[src/assert_macros.svh]
// Assertion helpers used by the datapath RTL.
`ifndef ASSERT_MACROS_SVH
`define ASSERT_MACROS_SVH

// Same-cycle implication.
`define LSF_ASSERT_IMP(name, ck, rn, ante, cons) \
  name: assert property (@(posedge ck) disable iff (!rn) (ante) |-> (cons)) \
    else $error("assertion failed");

// Next-cycle implication.
`define LSF_ASSERT_NXT(name, ck, rn, ante, cons) \
  name: assert property (@(posedge ck) disable iff (!rn) (ante) |=> (cons)) \
    else $error("assertion failed");

`endif

[src/lsf_pkg.sv]
package lsf_pkg;

  localparam int LINE_BYTES  = 32;
  localparam int PATTERN_MAX = 16;

  localparam int LEN_W      = $clog2(LINE_BYTES + 1);
  localparam int ADDR_W     = $clog2(LINE_BYTES);
  localparam int PLEN_W     = $clog2(PATTERN_MAX + 1);
  localparam int PIDX_W     = (PATTERN_MAX > 1) ? $clog2(PATTERN_MAX) : 1;
  localparam int CFG_IDX_W  = 2;
  localparam int CFG_DATA_W = 64;
  localparam int PLEN_CFG_W = 5;
  localparam int PAT_BITS   = 128;

  localparam logic [7:0] NEWLINE_BYTE = 8'h0A;

  typedef enum logic [CFG_IDX_W-1:0] {
    CFG_PAT_LO  = 2'd0,
    CFG_PAT_HI  = 2'd1,
    CFG_PAT_LEN = 2'd2,
    CFG_ONLY    = 2'd3
  } cfg_idx_t;

  typedef enum logic [3:0] {
    S_IDLE,
    S_CRD,
    S_CCMP,
    S_ERD,
    S_ECMP,
    S_EMIT,
    S_LRD,
    S_LOUT,
    S_LNL
  } state_t;

  typedef struct packed {
    logic in_ready;
    logic store;
    logic halt_set;
    logic eof_clear;
    logic search_init;
    logic rd;
    logic cmp_count;
    logic cmp_emit;
    logic pass_reset;
    logic emit_pat;
    logic line_out;
    logic nl_out;
    logic line_done;
  } lsf_cmd_t;

  typedef struct packed {
    logic in_valid;
    logic in_eof;
    logic in_nl;
    logic halt;
    logic full;
    logic len_zero;
    logic hit;
    logic last_pos;
    logic pos_end;
    logic mcount_zero;
    logic only;
    logic out_free;
    logic emit_done;
  } lsf_sts_t;

  function automatic logic [PLEN_W-1:0] eff_len(input logic [PLEN_CFG_W-1:0] n);
    logic [PLEN_W-1:0] r;
    if (n == '0) begin
      r = PLEN_W'(1);
    end else if (32'(n) > PATTERN_MAX) begin
      r = PLEN_W'(PATTERN_MAX);
    end else begin
      r = PLEN_W'(n);
    end
    return r;
  endfunction

  function automatic logic [7:0] pat_byte(input logic [PAT_BITS-1:0] pat,
                                          input logic [PIDX_W-1:0] i);
    return pat[8*i +: 8];
  endfunction

endpackage

[src/lsf_ifs.sv]
interface lsf_in_if;
  logic       valid;
  logic       ready;
  logic       kind;
  logic [7:0] in_byte;

  modport source (output valid, output kind, output in_byte, input ready);
  modport sink (input valid, input kind, input in_byte, output ready);
endinterface

interface lsf_out_if;
  logic       valid;
  logic       ready;
  logic [7:0] out_byte;
  logic       last;

  modport source (output valid, output out_byte, output last, input ready);
  modport sink (input valid, input out_byte, input last, output ready);
endinterface

[src/lsf_ram.sv]
module lsf_ram #(
  parameter int WIDTH = 8,
  parameter int DEPTH = 32
) (
  input  logic                     clk,
  input  logic                     we,
  input  logic [$clog2(DEPTH)-1:0] waddr,
  input  logic [WIDTH-1:0]         wdata,
  input  logic                     re,
  input  logic [$clog2(DEPTH)-1:0] raddr,
  output logic [WIDTH-1:0]         rdata
);

  logic [WIDTH-1:0] mem [DEPTH];

  always_ff @(posedge clk) begin
    if (we) begin
      mem[waddr] <= wdata;
    end
    if (re) begin
      rdata <= mem[raddr];
    end
  end

endmodule

[src/lsf_ctrl.sv]
module lsf_ctrl (
  input  logic              clk,
  input  logic              rst_n,
  input  lsf_pkg::lsf_sts_t st,
  output lsf_pkg::lsf_cmd_t cmd
);

  lsf_pkg::state_t state_r;
  lsf_pkg::state_t state_nxt;

  always_ff @(posedge clk) begin
    if (!rst_n) begin
      state_r <= lsf_pkg::S_IDLE;
    end else begin
      state_r <= state_nxt;
    end
  end

  always_comb begin
    state_nxt = state_r;
    unique case (state_r)
      lsf_pkg::S_IDLE: begin
        if (st.in_valid && !st.in_eof && !st.halt && st.in_nl && !st.len_zero) begin
          state_nxt = lsf_pkg::S_CRD;
        end
      end
      lsf_pkg::S_CRD: state_nxt = lsf_pkg::S_CCMP;
      lsf_pkg::S_CCMP: begin
        if (st.last_pos) begin
          if (st.mcount_zero && !st.hit) begin
            state_nxt = lsf_pkg::S_IDLE;
          end else if (st.only) begin
            state_nxt = lsf_pkg::S_ERD;
          end else begin
            state_nxt = lsf_pkg::S_LRD;
          end
        end else begin
          state_nxt = lsf_pkg::S_CRD;
        end
      end
      lsf_pkg::S_ERD: state_nxt = lsf_pkg::S_ECMP;
      lsf_pkg::S_ECMP: begin
        if (st.hit) begin
          state_nxt = lsf_pkg::S_EMIT;
        end else if (st.last_pos) begin
          state_nxt = lsf_pkg::S_IDLE;
        end else begin
          state_nxt = lsf_pkg::S_ERD;
        end
      end
      lsf_pkg::S_EMIT: begin
        if (st.out_free && st.emit_done) begin
          state_nxt = st.pos_end ? lsf_pkg::S_IDLE : lsf_pkg::S_ERD;
        end
      end
      lsf_pkg::S_LRD: state_nxt = lsf_pkg::S_LOUT;
      lsf_pkg::S_LOUT: begin
        if (st.out_free) begin
          state_nxt = st.last_pos ? lsf_pkg::S_LNL : lsf_pkg::S_LRD;
        end
      end
      lsf_pkg::S_LNL: begin
        if (st.out_free) begin
          state_nxt = lsf_pkg::S_IDLE;
        end
      end
      default: state_nxt = lsf_pkg::S_IDLE;
    endcase
  end

  always_comb begin
    cmd = '0;
    unique case (state_r)
      lsf_pkg::S_IDLE: begin
        cmd.in_ready = 1'b1;
        if (st.in_valid) begin
          if (st.in_eof) begin
            cmd.eof_clear = 1'b1;
          end else if (!st.halt) begin
            if (!st.in_nl) begin
              cmd.halt_set = st.full;
              cmd.store    = !st.full;
            end else begin
              cmd.search_init = !st.len_zero;
            end
          end
        end
      end
      lsf_pkg::S_CRD, lsf_pkg::S_ERD, lsf_pkg::S_LRD: begin
        cmd.rd = 1'b1;
      end
      lsf_pkg::S_CCMP: begin
        cmd.cmp_count = 1'b1;
        if (st.last_pos) begin
          if (st.mcount_zero && !st.hit) begin
            cmd.line_done = 1'b1;
          end else begin
            cmd.pass_reset = 1'b1;
          end
        end
      end
      lsf_pkg::S_ECMP: begin
        cmd.cmp_emit  = 1'b1;
        cmd.line_done = !st.hit && st.last_pos;
      end
      lsf_pkg::S_EMIT: begin
        if (st.out_free) begin
          cmd.emit_pat  = 1'b1;
          cmd.line_done = st.emit_done && st.pos_end;
        end
      end
      lsf_pkg::S_LOUT: begin
        cmd.line_out = st.out_free;
      end
      lsf_pkg::S_LNL: begin
        if (st.out_free) begin
          cmd.nl_out    = 1'b1;
          cmd.line_done = 1'b1;
        end
      end
      default: cmd = '0;
    endcase
  end

endmodule

[src/lsf_dp.sv]
`include "assert_macros.svh"

module lsf_dp (
  input  logic                               clk,
  input  logic                               rst_n,
  lsf_in_if.sink                             in_req,
  lsf_out_if.source                          out_rsp,
  input  logic                               cfg_we,
  input  logic [lsf_pkg::CFG_IDX_W-1:0]      cfg_index,
  input  logic [lsf_pkg::CFG_DATA_W-1:0]     cfg_wdata,
  input  lsf_pkg::lsf_cmd_t                  cmd,
  output lsf_pkg::lsf_sts_t                  st
);

  localparam int LEN_W  = lsf_pkg::LEN_W;
  localparam int ADDR_W = lsf_pkg::ADDR_W;
  localparam int PLEN_W = lsf_pkg::PLEN_W;
  localparam int PIDX_W = lsf_pkg::PIDX_W;
  localparam int PM     = lsf_pkg::PATTERN_MAX;

  logic [lsf_pkg::CFG_DATA_W-1:0] pat_lo_r;
  logic [lsf_pkg::CFG_DATA_W-1:0] pat_hi_r;
  logic [lsf_pkg::PLEN_CFG_W-1:0] plen_cfg_r;
  logic                           only_r;

  logic [LEN_W-1:0]  len_r;
  logic              halt_r;
  logic              out_valid_r;
  logic [7:0]        out_byte_r;
  logic              out_last_r;

  logic [LEN_W-1:0]  pos_r;
  logic [PLEN_W-1:0] skip_r;
  logic [LEN_W-1:0]  mcount_r;
  logic [LEN_W-1:0]  occ_r;
  logic [PLEN_W-1:0] k_r;
  logic [7:0]        win_r [PM];
  logic [7:0]        pat_rev_r [PM];

  logic [lsf_pkg::PAT_BITS-1:0] pat_all;
  logic [PLEN_W-1:0]            plen;
  logic [7:0]                   rdata;
  logic [7:0]                   win_nxt [PM];
  logic [7:0]                   pat_rev_nxt [PM];
  logic                         window_eq;
  logic                         eligible;
  logic                         hit;
  logic                         cmp;
  logic                         load;
  logic                         out_free;
  logic [7:0]                   load_byte;
  logic                         load_last;

  assign pat_all  = {pat_hi_r, pat_lo_r};
  assign plen     = lsf_pkg::eff_len(plen_cfg_r);
  assign out_free = !out_valid_r || out_rsp.ready;
  assign cmp      = cmd.cmp_count || cmd.cmp_emit;
  assign load     = cmd.emit_pat || cmd.line_out || cmd.nl_out;

  lsf_ram #(
    .WIDTH(8),
    .DEPTH(lsf_pkg::LINE_BYTES)
  ) u_line_ram (
    .clk   (clk),
    .we    (cmd.store),
    .waddr (len_r[ADDR_W-1:0]),
    .wdata (in_req.in_byte),
    .re    (cmd.rd),
    .raddr (pos_r[ADDR_W-1:0]),
    .rdata (rdata)
  );

  always_comb begin
    win_nxt[0] = rdata;
    for (int j = 1; j < PM; j++) begin
      win_nxt[j] = win_r[j-1];
    end
  end

  always_comb begin
    window_eq = 1'b1;
    for (int j = 0; j < PM; j++) begin
      if (PLEN_W'(j) < plen && win_nxt[j] != pat_rev_r[j]) begin
        window_eq = 1'b0;
      end
    end
  end

  always_comb begin
    for (int j = 0; j < PM; j++) begin
      if (PLEN_W'(j) < plen) begin
        pat_rev_nxt[j] = lsf_pkg::pat_byte(pat_all, PIDX_W'(plen - PLEN_W'(j) - PLEN_W'(1)));
      end else begin
        pat_rev_nxt[j] = 8'h00;
      end
    end
  end

  assign eligible = (skip_r == '0) &&
                    ((LEN_W+1)'(pos_r) + (LEN_W+1)'(1) >= (LEN_W+1)'(plen));
  assign hit      = eligible && window_eq;

  always_comb begin
    load_byte = rdata;
    load_last = 1'b0;
    if (cmd.emit_pat) begin
      if (k_r == plen) begin
        load_byte = lsf_pkg::NEWLINE_BYTE;
        load_last = (occ_r == mcount_r);
      end else begin
        load_byte = lsf_pkg::pat_byte(pat_all, k_r[PIDX_W-1:0]);
      end
    end else if (cmd.nl_out) begin
      load_byte = lsf_pkg::NEWLINE_BYTE;
      load_last = 1'b1;
    end
  end

  always_ff @(posedge clk) begin
    if (!rst_n) begin
      pat_lo_r    <= '0;
      pat_hi_r    <= '0;
      plen_cfg_r  <= lsf_pkg::PLEN_CFG_W'(1);
      only_r      <= 1'b0;
      len_r       <= '0;
      halt_r      <= 1'b0;
      out_valid_r <= 1'b0;
    end else begin
      if (cfg_we) begin
        unique case (lsf_pkg::cfg_idx_t'(cfg_index))
          lsf_pkg::CFG_PAT_LO:  pat_lo_r   <= cfg_wdata;
          lsf_pkg::CFG_PAT_HI:  pat_hi_r   <= cfg_wdata;
          lsf_pkg::CFG_PAT_LEN: plen_cfg_r <= cfg_wdata[lsf_pkg::PLEN_CFG_W-1:0];
          lsf_pkg::CFG_ONLY:    only_r     <= cfg_wdata[0];
          default: ;
        endcase
      end
      if (cmd.eof_clear) begin
        len_r  <= '0;
        halt_r <= 1'b0;
      end else if (cmd.halt_set) begin
        len_r  <= '0;
        halt_r <= 1'b1;
      end else if (cmd.store) begin
        len_r <= len_r + LEN_W'(1);
      end else if (cmd.line_done) begin
        len_r <= '0;
      end
      if (load) begin
        out_valid_r <= 1'b1;
      end else if (out_rsp.ready) begin
        out_valid_r <= 1'b0;
      end
    end
  end

  always_ff @(posedge clk) begin
    if (load) begin
      out_byte_r <= load_byte;
      out_last_r <= load_last;
    end
    if (cmp) begin
      win_r <= win_nxt;
    end
    if (cmd.search_init) begin
      pat_rev_r <= pat_rev_nxt;
    end
    if (cmd.search_init || cmd.pass_reset) begin
      pos_r  <= '0;
      skip_r <= '0;
    end else if (cmp || cmd.line_out) begin
      pos_r <= pos_r + LEN_W'(1);
      if (cmp) begin
        if (hit) begin
          skip_r <= plen - PLEN_W'(1);
        end else if (skip_r != '0) begin
          skip_r <= skip_r - PLEN_W'(1);
        end
      end
    end
    if (cmd.search_init) begin
      mcount_r <= '0;
    end else if (cmd.cmp_count && hit) begin
      mcount_r <= mcount_r + LEN_W'(1);
    end
    if (cmd.pass_reset) begin
      occ_r <= '0;
    end else if (cmd.cmp_emit && hit) begin
      occ_r <= occ_r + LEN_W'(1);
    end
    if (cmd.cmp_emit && hit) begin
      k_r <= '0;
    end else if (cmd.emit_pat) begin
      k_r <= k_r + PLEN_W'(1);
    end
  end

  assign in_req.ready     = cmd.in_ready;
  assign out_rsp.valid    = out_valid_r;
  assign out_rsp.out_byte = out_byte_r;
  assign out_rsp.last     = out_last_r;

  always_comb begin
    st             = '0;
    st.in_valid    = in_req.valid;
    st.in_eof      = in_req.kind;
    st.in_nl       = (in_req.in_byte == lsf_pkg::NEWLINE_BYTE);
    st.halt        = halt_r;
    st.full        = (32'(len_r) + 2 >= lsf_pkg::LINE_BYTES);
    st.len_zero    = (len_r == '0);
    st.hit         = hit;
    st.last_pos    = (pos_r + LEN_W'(1) == len_r);
    st.pos_end     = (pos_r == len_r);
    st.mcount_zero = (mcount_r == '0);
    st.only        = only_r;
    st.out_free    = out_free;
    st.emit_done   = (k_r == plen);
  end

  `LSF_ASSERT_IMP(a_len_cap, clk, rst_n, 1'b1, 32'(len_r) <= lsf_pkg::LINE_BYTES - 2)
  `LSF_ASSERT_IMP(a_halt_empty, clk, rst_n, halt_r, len_r == '0)
  `LSF_ASSERT_IMP(a_load_free, clk, rst_n, load, out_free)
  `LSF_ASSERT_NXT(a_store_grows, clk, rst_n, cmd.store, len_r == $past(len_r) + LEN_W'(1))

endmodule

[src/line_substring_filter.sv]
// Fixed-string line filter.
// in_req carries one request per text byte (kind 0) or an end of file
// (kind 1); out_rsp returns emitted bytes, last marking the final byte for
// the request that caused them. cfg_we/cfg_index/cfg_wdata write the
// pattern bytes, pattern length and mode; write only while idle.
// Data bytes and end of file are taken one per cycle and emit nothing.
// A newline ending a line starts a pass that counts pattern occurrences,
// one pattern compare per line byte, each after a read of the line RAM.
// If any were counted, line mode then emits the line, one byte per RAM
// read, and a newline; only-matching mode rescans the line and emits the
// pattern and a newline per occurrence. in_req.ready is low meanwhile.
// The result sits in an output register: the next request is taken while
// a finished byte waits, and a stalled receiver holds the datapath.
// Reset clears the line, the halt flag and the output register, and sets
// the pattern to one zero byte in line mode. The line RAM is not cleared.
module line_substring_filter (
  input  logic                               clk,
  input  logic                               rst_n,
  lsf_in_if.sink                             in_req,
  lsf_out_if.source                          out_rsp,
  input  logic                               cfg_we,
  input  logic [lsf_pkg::CFG_IDX_W-1:0]      cfg_index,
  input  logic [lsf_pkg::CFG_DATA_W-1:0]     cfg_wdata
);

  lsf_pkg::lsf_cmd_t cmd;
  lsf_pkg::lsf_sts_t st;

  lsf_ctrl u_ctrl (
    .clk   (clk),
    .rst_n (rst_n),
    .st    (st),
    .cmd   (cmd)
  );

  lsf_dp u_dp (
    .clk       (clk),
    .rst_n     (rst_n),
    .in_req    (in_req),
    .out_rsp   (out_rsp),
    .cfg_we    (cfg_we),
    .cfg_index (cfg_index),
    .cfg_wdata (cfg_wdata),
    .cmd       (cmd),
    .st        (st)
  );

endmodule
[src/flat_wrapper.sv]
// flat-port wrapper written by rule: the top's interface ports become plain ports
module line_substring_filter_flat 
  (clk, rst_n, cfg_we, cfg_index, cfg_wdata, in_req_valid, in_req_kind, in_req_in_byte, in_req_ready, out_rsp_valid, out_rsp_out_byte, out_rsp_last, out_rsp_ready);
  lsf_in_if in_req_i ();
  lsf_out_if out_rsp_i ();
  input  logic clk;
  input  logic rst_n;
  input  logic cfg_we;
  input  logic [lsf_pkg::CFG_IDX_W-1:0] cfg_index;
  input  logic [lsf_pkg::CFG_DATA_W-1:0] cfg_wdata;
  input wire logic [$bits(in_req_i.valid)-1:0] in_req_valid;
  input wire logic [$bits(in_req_i.kind)-1:0] in_req_kind;
  input wire logic [$bits(in_req_i.in_byte)-1:0] in_req_in_byte;
  output wire logic [$bits(in_req_i.ready)-1:0] in_req_ready;
  output wire logic [$bits(out_rsp_i.valid)-1:0] out_rsp_valid;
  output wire logic [$bits(out_rsp_i.out_byte)-1:0] out_rsp_out_byte;
  output wire logic [$bits(out_rsp_i.last)-1:0] out_rsp_last;
  input wire logic [$bits(out_rsp_i.ready)-1:0] out_rsp_ready;
  assign in_req_i.valid = in_req_valid;
  assign in_req_i.kind = in_req_kind;
  assign in_req_i.in_byte = in_req_in_byte;
  assign in_req_ready = in_req_i.ready;
  assign out_rsp_valid = out_rsp_i.valid;
  assign out_rsp_out_byte = out_rsp_i.out_byte;
  assign out_rsp_last = out_rsp_i.last;
  assign out_rsp_i.ready = out_rsp_ready;
  line_substring_filter u_core (.clk(clk), .rst_n(rst_n), .in_req(in_req_i), .out_rsp(out_rsp_i), .cfg_we(cfg_we), .cfg_index(cfg_index), .cfg_wdata(cfg_wdata));
endmodule
[config.mk]
export PLATFORM = sky130hd
export DESIGN_NAME = line_substring_filter_flat
export DESIGN_NICKNAME = d
export VERILOG_FILES = /design/src/lsf_pkg.sv /design/src/lsf_ifs.sv /design/src/lsf_ram.sv /design/src/lsf_ctrl.sv /design/src/lsf_dp.sv /design/src/line_substring_filter.sv /design/src/flat_wrapper.sv
export VERILOG_INCLUDE_DIRS = /design/src /design/src/src
export SDC_FILE = /design/constraint.sdc
export NUM_CORES = 1
export LEC_CHECK = 0
export BUFFER_PORTS_ARGS = -buffer_cell sky130_fd_sc_hd__buf_2
export CORE_MARGIN = 10
export CORE_UTILIZATION = 40
export DETAILED_ROUTE_END_ITERATION = 8
export GPL_ROUTABILITY_DRIVEN = 0
export PLACE_DENSITY_LB_ADDON = 0.08
export SLEW_MARGIN = 20
export SYNTH_ARGS = -nofsm -noshare
export SYNTH_HDL_FRONTEND = slang
export SYNTH_SLANG_ARGS = --single-unit
[constraint.sdc]
create_clock -name clk -period 11.1 [get_ports clk]
set_input_delay 3.33 -clock clk [delete_from_list [all_inputs] [get_ports clk]]
set_output_delay 3.33 -clock clk [all_outputs]
set_load 0.01 [all_outputs]
==> results.cfg <==
[status]
status = complete, no violations

[layout]
postLayoutCellArea_mm2 = 0.04011
n_fill_cell = 8110
final_nets = 3213
post-route-util = 0.4525
syn2layout_area_growth_pct = 11.82
final_layout_size_suffix_gt1_frac = 0.1321

[floorplan]
ios = 91
start_util = 0.4047
die_h_um = 319.5
die_w_um = 319.5
rows = 109
placeableCoreArea_mm2 = 0.08865
dieArea_mm2 = 0.1021

[placed_design]
io_buffers = 90
placed_cell_area_mm2 = 0.03740
dp_hpwl_mm = 86.55

[drt]
drcViolationCount = 0
vias = 25360
dr.pass1.iters = 8
detail_route.wl_per_cell_um = 27.32
routed_wirelength_mm = 118.6
first_iter_violations = 2921
viasPerCell = 5.842
ant_nets = 0

[setup_path]
crit_chain = buf_2, nor4bb_1, nand2_1, nor3b_1, nand2_1, inv_4, buf_4
reg2reg_depth = 12
worstPathArrival_ps = 6710
cp_common_cell = nand2_1
critPathLaunchType = primary input
slowest_delay_ps = 940
end_kind = flop
cp_max_fo = 84
cp_data_required_time_ps = 11340
slowest_stage = buf_4
crit_type = primary input to flop

[run]
cap_violations = 0

[yosys]
avgSynthCellArea_um2 = 11.59
yosysSeqAreaShare = 0.5332
syn_inst = 3095
synth.net_count = 3200
ys.flop_type = edfxtp_1
synth_seq_cells = 695
synth_edf_count = 521
ys_async_sr_fraction = 0
yosys_warnings = 0
synth.cell_area_mm2 = 0.03587
synth.distinct_cells = 71

[clock_network]
clk_latency_ps = 640
root_buffer = clkbuf_16
cts_hold_buf = 0
cts_buffer_depth = 3
numCtsBuffers = 77
clock-sinks = 695
cts_tree = done
cts.clk_slew.worst_paths_ps = 60
cts_setup_buffers = 0
cts_max_level = 3
cts_resized = 0

[timing]
rsz0062_at_grt = false
report.final.slew_viol_count = 0
finalSetupViolCount = 0
slew-limit-headroom = 0.2188
tns_ps = 0
fmax_mhz = 154.6
finalCritPeriodShare = 0.5827
tightest_slew_ps = 1172
min_period_ps = 6468
hold_violations = 0
fin_skew_ps = 22.34

[pwr]
peakVddDrop_mv = 0.1093
power_leakage_nw = 14.13
pwr_density_cell_mw_per_mm2 = 149.2

[global_route]
use_met1 = 0.3368
grtUsageMet3 = 0.05450
grt_usage = 0.2264
overflow = 0
antenna_found_initial = 7
busiest_layer = met1
grt_pass1_wl_mm = 170.5
grt_max_degree = 115
met2_usage = 0.3274
grt_pass1_vias = 23770

[min_path]
holdPathStages = 0
hold_class = flop to flop
==> worst max-delay path, delay by kind of cell <==
kind,cells,cell delay (ps)
buffers and inverters,3,2040
and+or+nand+nor,4,1190
==> final timing paths <==
path / from / slack [ps] / end
worst max-delay path: in_req_in_byte[3] / 4630 / u_core.u_dp.pat_rev_r[46]
worst min-delay path: u_core.u_dp.win_nxt[82] / 470 / u_core.u_dp.win_nxt[74]
worst max register to register: u_core.u_dp.plen_cfg_r[3] / 5190 / u_core.u_dp.pat_rev_r[113]
worst min register to register: u_core.u_dp.win_nxt[82] / 470 / u_core.u_dp.win_nxt[74]
==> cell usage in the layout (no fill, tap or decap), drive strengths merged, types with 5 or more instances in the layout <==
master | Yosys | final
nand2 | 656 | 656
o31ai | 5 | 5
edfxtp | 521 | 521
a21boi | 136 | 136
inv | 21 | 26
bufinv | 0 | 10
o22ai | 24 | 24
buf | 73 | 136
mux4 | 117 | 117
clkinvlp | 0 | 5
o21ai | 51 | 51
nor2 | 110 | 110
or2 | 8 | 8
ha | 25 | 25
nand2b | 13 | 13
o21bai | 9 | 9
nand3b | 5 | 5
and3 | 93 | 93
a211oi | 34 | 34
xnor2 | 72 | 72
clkinv | 2 | 30
mux2i | 351 | 351
nor4 | 27 | 27
dfxtp | 174 | 174
nand3 | 38 | 38
nand4 | 19 | 19
or3 | 5 | 5
o221ai | 26 | 26
a31oi | 43 | 43
a21oi | 69 | 69
nor3b | 7 | 7
nor3 | 8 | 8
a311oi | 10 | 10
a32o | 6 | 6
clkbuf | 129 | 95
and2 | 13 | 13
xor2 | 104 | 104
nor2b | 52 | 52
==> power by group <==
| group | internal, mW | switching (mW) | total [mW] | leakage (nW) |
|---|---|---|---|---|
| registers | 2.80 | 0.0410 | 2.84 | 6.38 |
| clock network | 1.61 | 1.07 | 2.68 | 1.30 |
| logic | 0.168 | 0.299 | 0.466 | 6.45 |
==> stage by stage <==
step | power (mW) | instances | hold slack [ps] | setup WS (ps)
5_1_grt | 6.179 | 4337 | 477.2 | 4242
4_1_cts | 6.034 | 4337 | 469.1 | 4612
3_3_place_gp | 3.342 | 4194 | 453.4 | 3949
6_report | 5.985 | 4341 | 466.8 | 4632
3_5_place_dp | 3.350 | 4194 | 456.3 | 3948
2_1_floorplan | 3.166 | 3095 | 423.0 | 3890
==> area by class of cell <==
cell class / instances / area [um2] / share of cell area
antenna: 4 / 10.01 / 0.0002495
clock buffer: 95 / 2141 / 0.05337
clock inverter: 48 / 529.3 / 0.01319
inverter: 23 / 96.34 / 0.002402
multi-input combinational: 2175 / 15950 / 0.3975
sequential: 695 / 19130 / 0.4770
tap: 1165 / 1458 / 0.03634
timing repair buffer: 136 / 798.3 / 0.01990
==> layer usage <==
metal | up-vias | part of all wire
li1 | 11420 | -
met1 | 12670 | 0.46
met2 | 1140 | 0.43
met3 | 129 | 0.095
met4 | 6 | 0.020
met5 | - | 0.00034
==> logic make-up after synthesis <==
family,count (synthesis),synth area share
compound gates,441,0.08455
flops,695,0.5332
buf+inv,225,0.02598
xor+xnor,176,0.04349
simple gates,1064,0.1323
fa+ha+maj,25,0.008720
mux,469,0.1717
==> sequential cells by signal, indices dropped and copies added, names as in the netlist, 8 cells and up <==
| signal | cells |
|---|---|
| u_core.u_dp.out_rsp.out_byte | 8 |
| u_core.u_dp.u_line_ram.mem | 256 |
| u_core.u_dp.win_nxt | 120 |
| u_core.u_dp.pat_rev_r | 128 |
| u_core.u_dp.pat_lo_r | 64 |
| u_core.u_dp.u_line_ram.rdata | 8 |
| u_core.u_dp.pat_hi_r | 64 |
==> cells in the mapped netlist, types with 19 or more instances <==
cell type  count  area, um2
a21boi_0     133      998.5
a31oi_1       43      269.0
nand3_1       37      185.2
a211oi_1      33      247.7
nand4_1       19      118.9
clkbuf_1     129      484.2
xnor2_1       71      621.9
nor2b_1       52      325.3
nor2_1       110      412.9
xor2_1       104      910.9
buf_2         31      155.2
and3_1        93      581.8
o22ai_1       24      150.1
o221ai_1      26      227.7
nand2_1      654       2455
a21oi_1       68      340.3
buf_1         32      120.1
edfxtp_1     521      15650
o21ai_0       49      245.2
mux2i_1      351       3513
nor4_1        27      168.9
dfxtp_1      174       3483
mux4_2       117       2635
ha_1          25      312.8
inv_1         19      71.32
(Power assumes the default switching activity.)
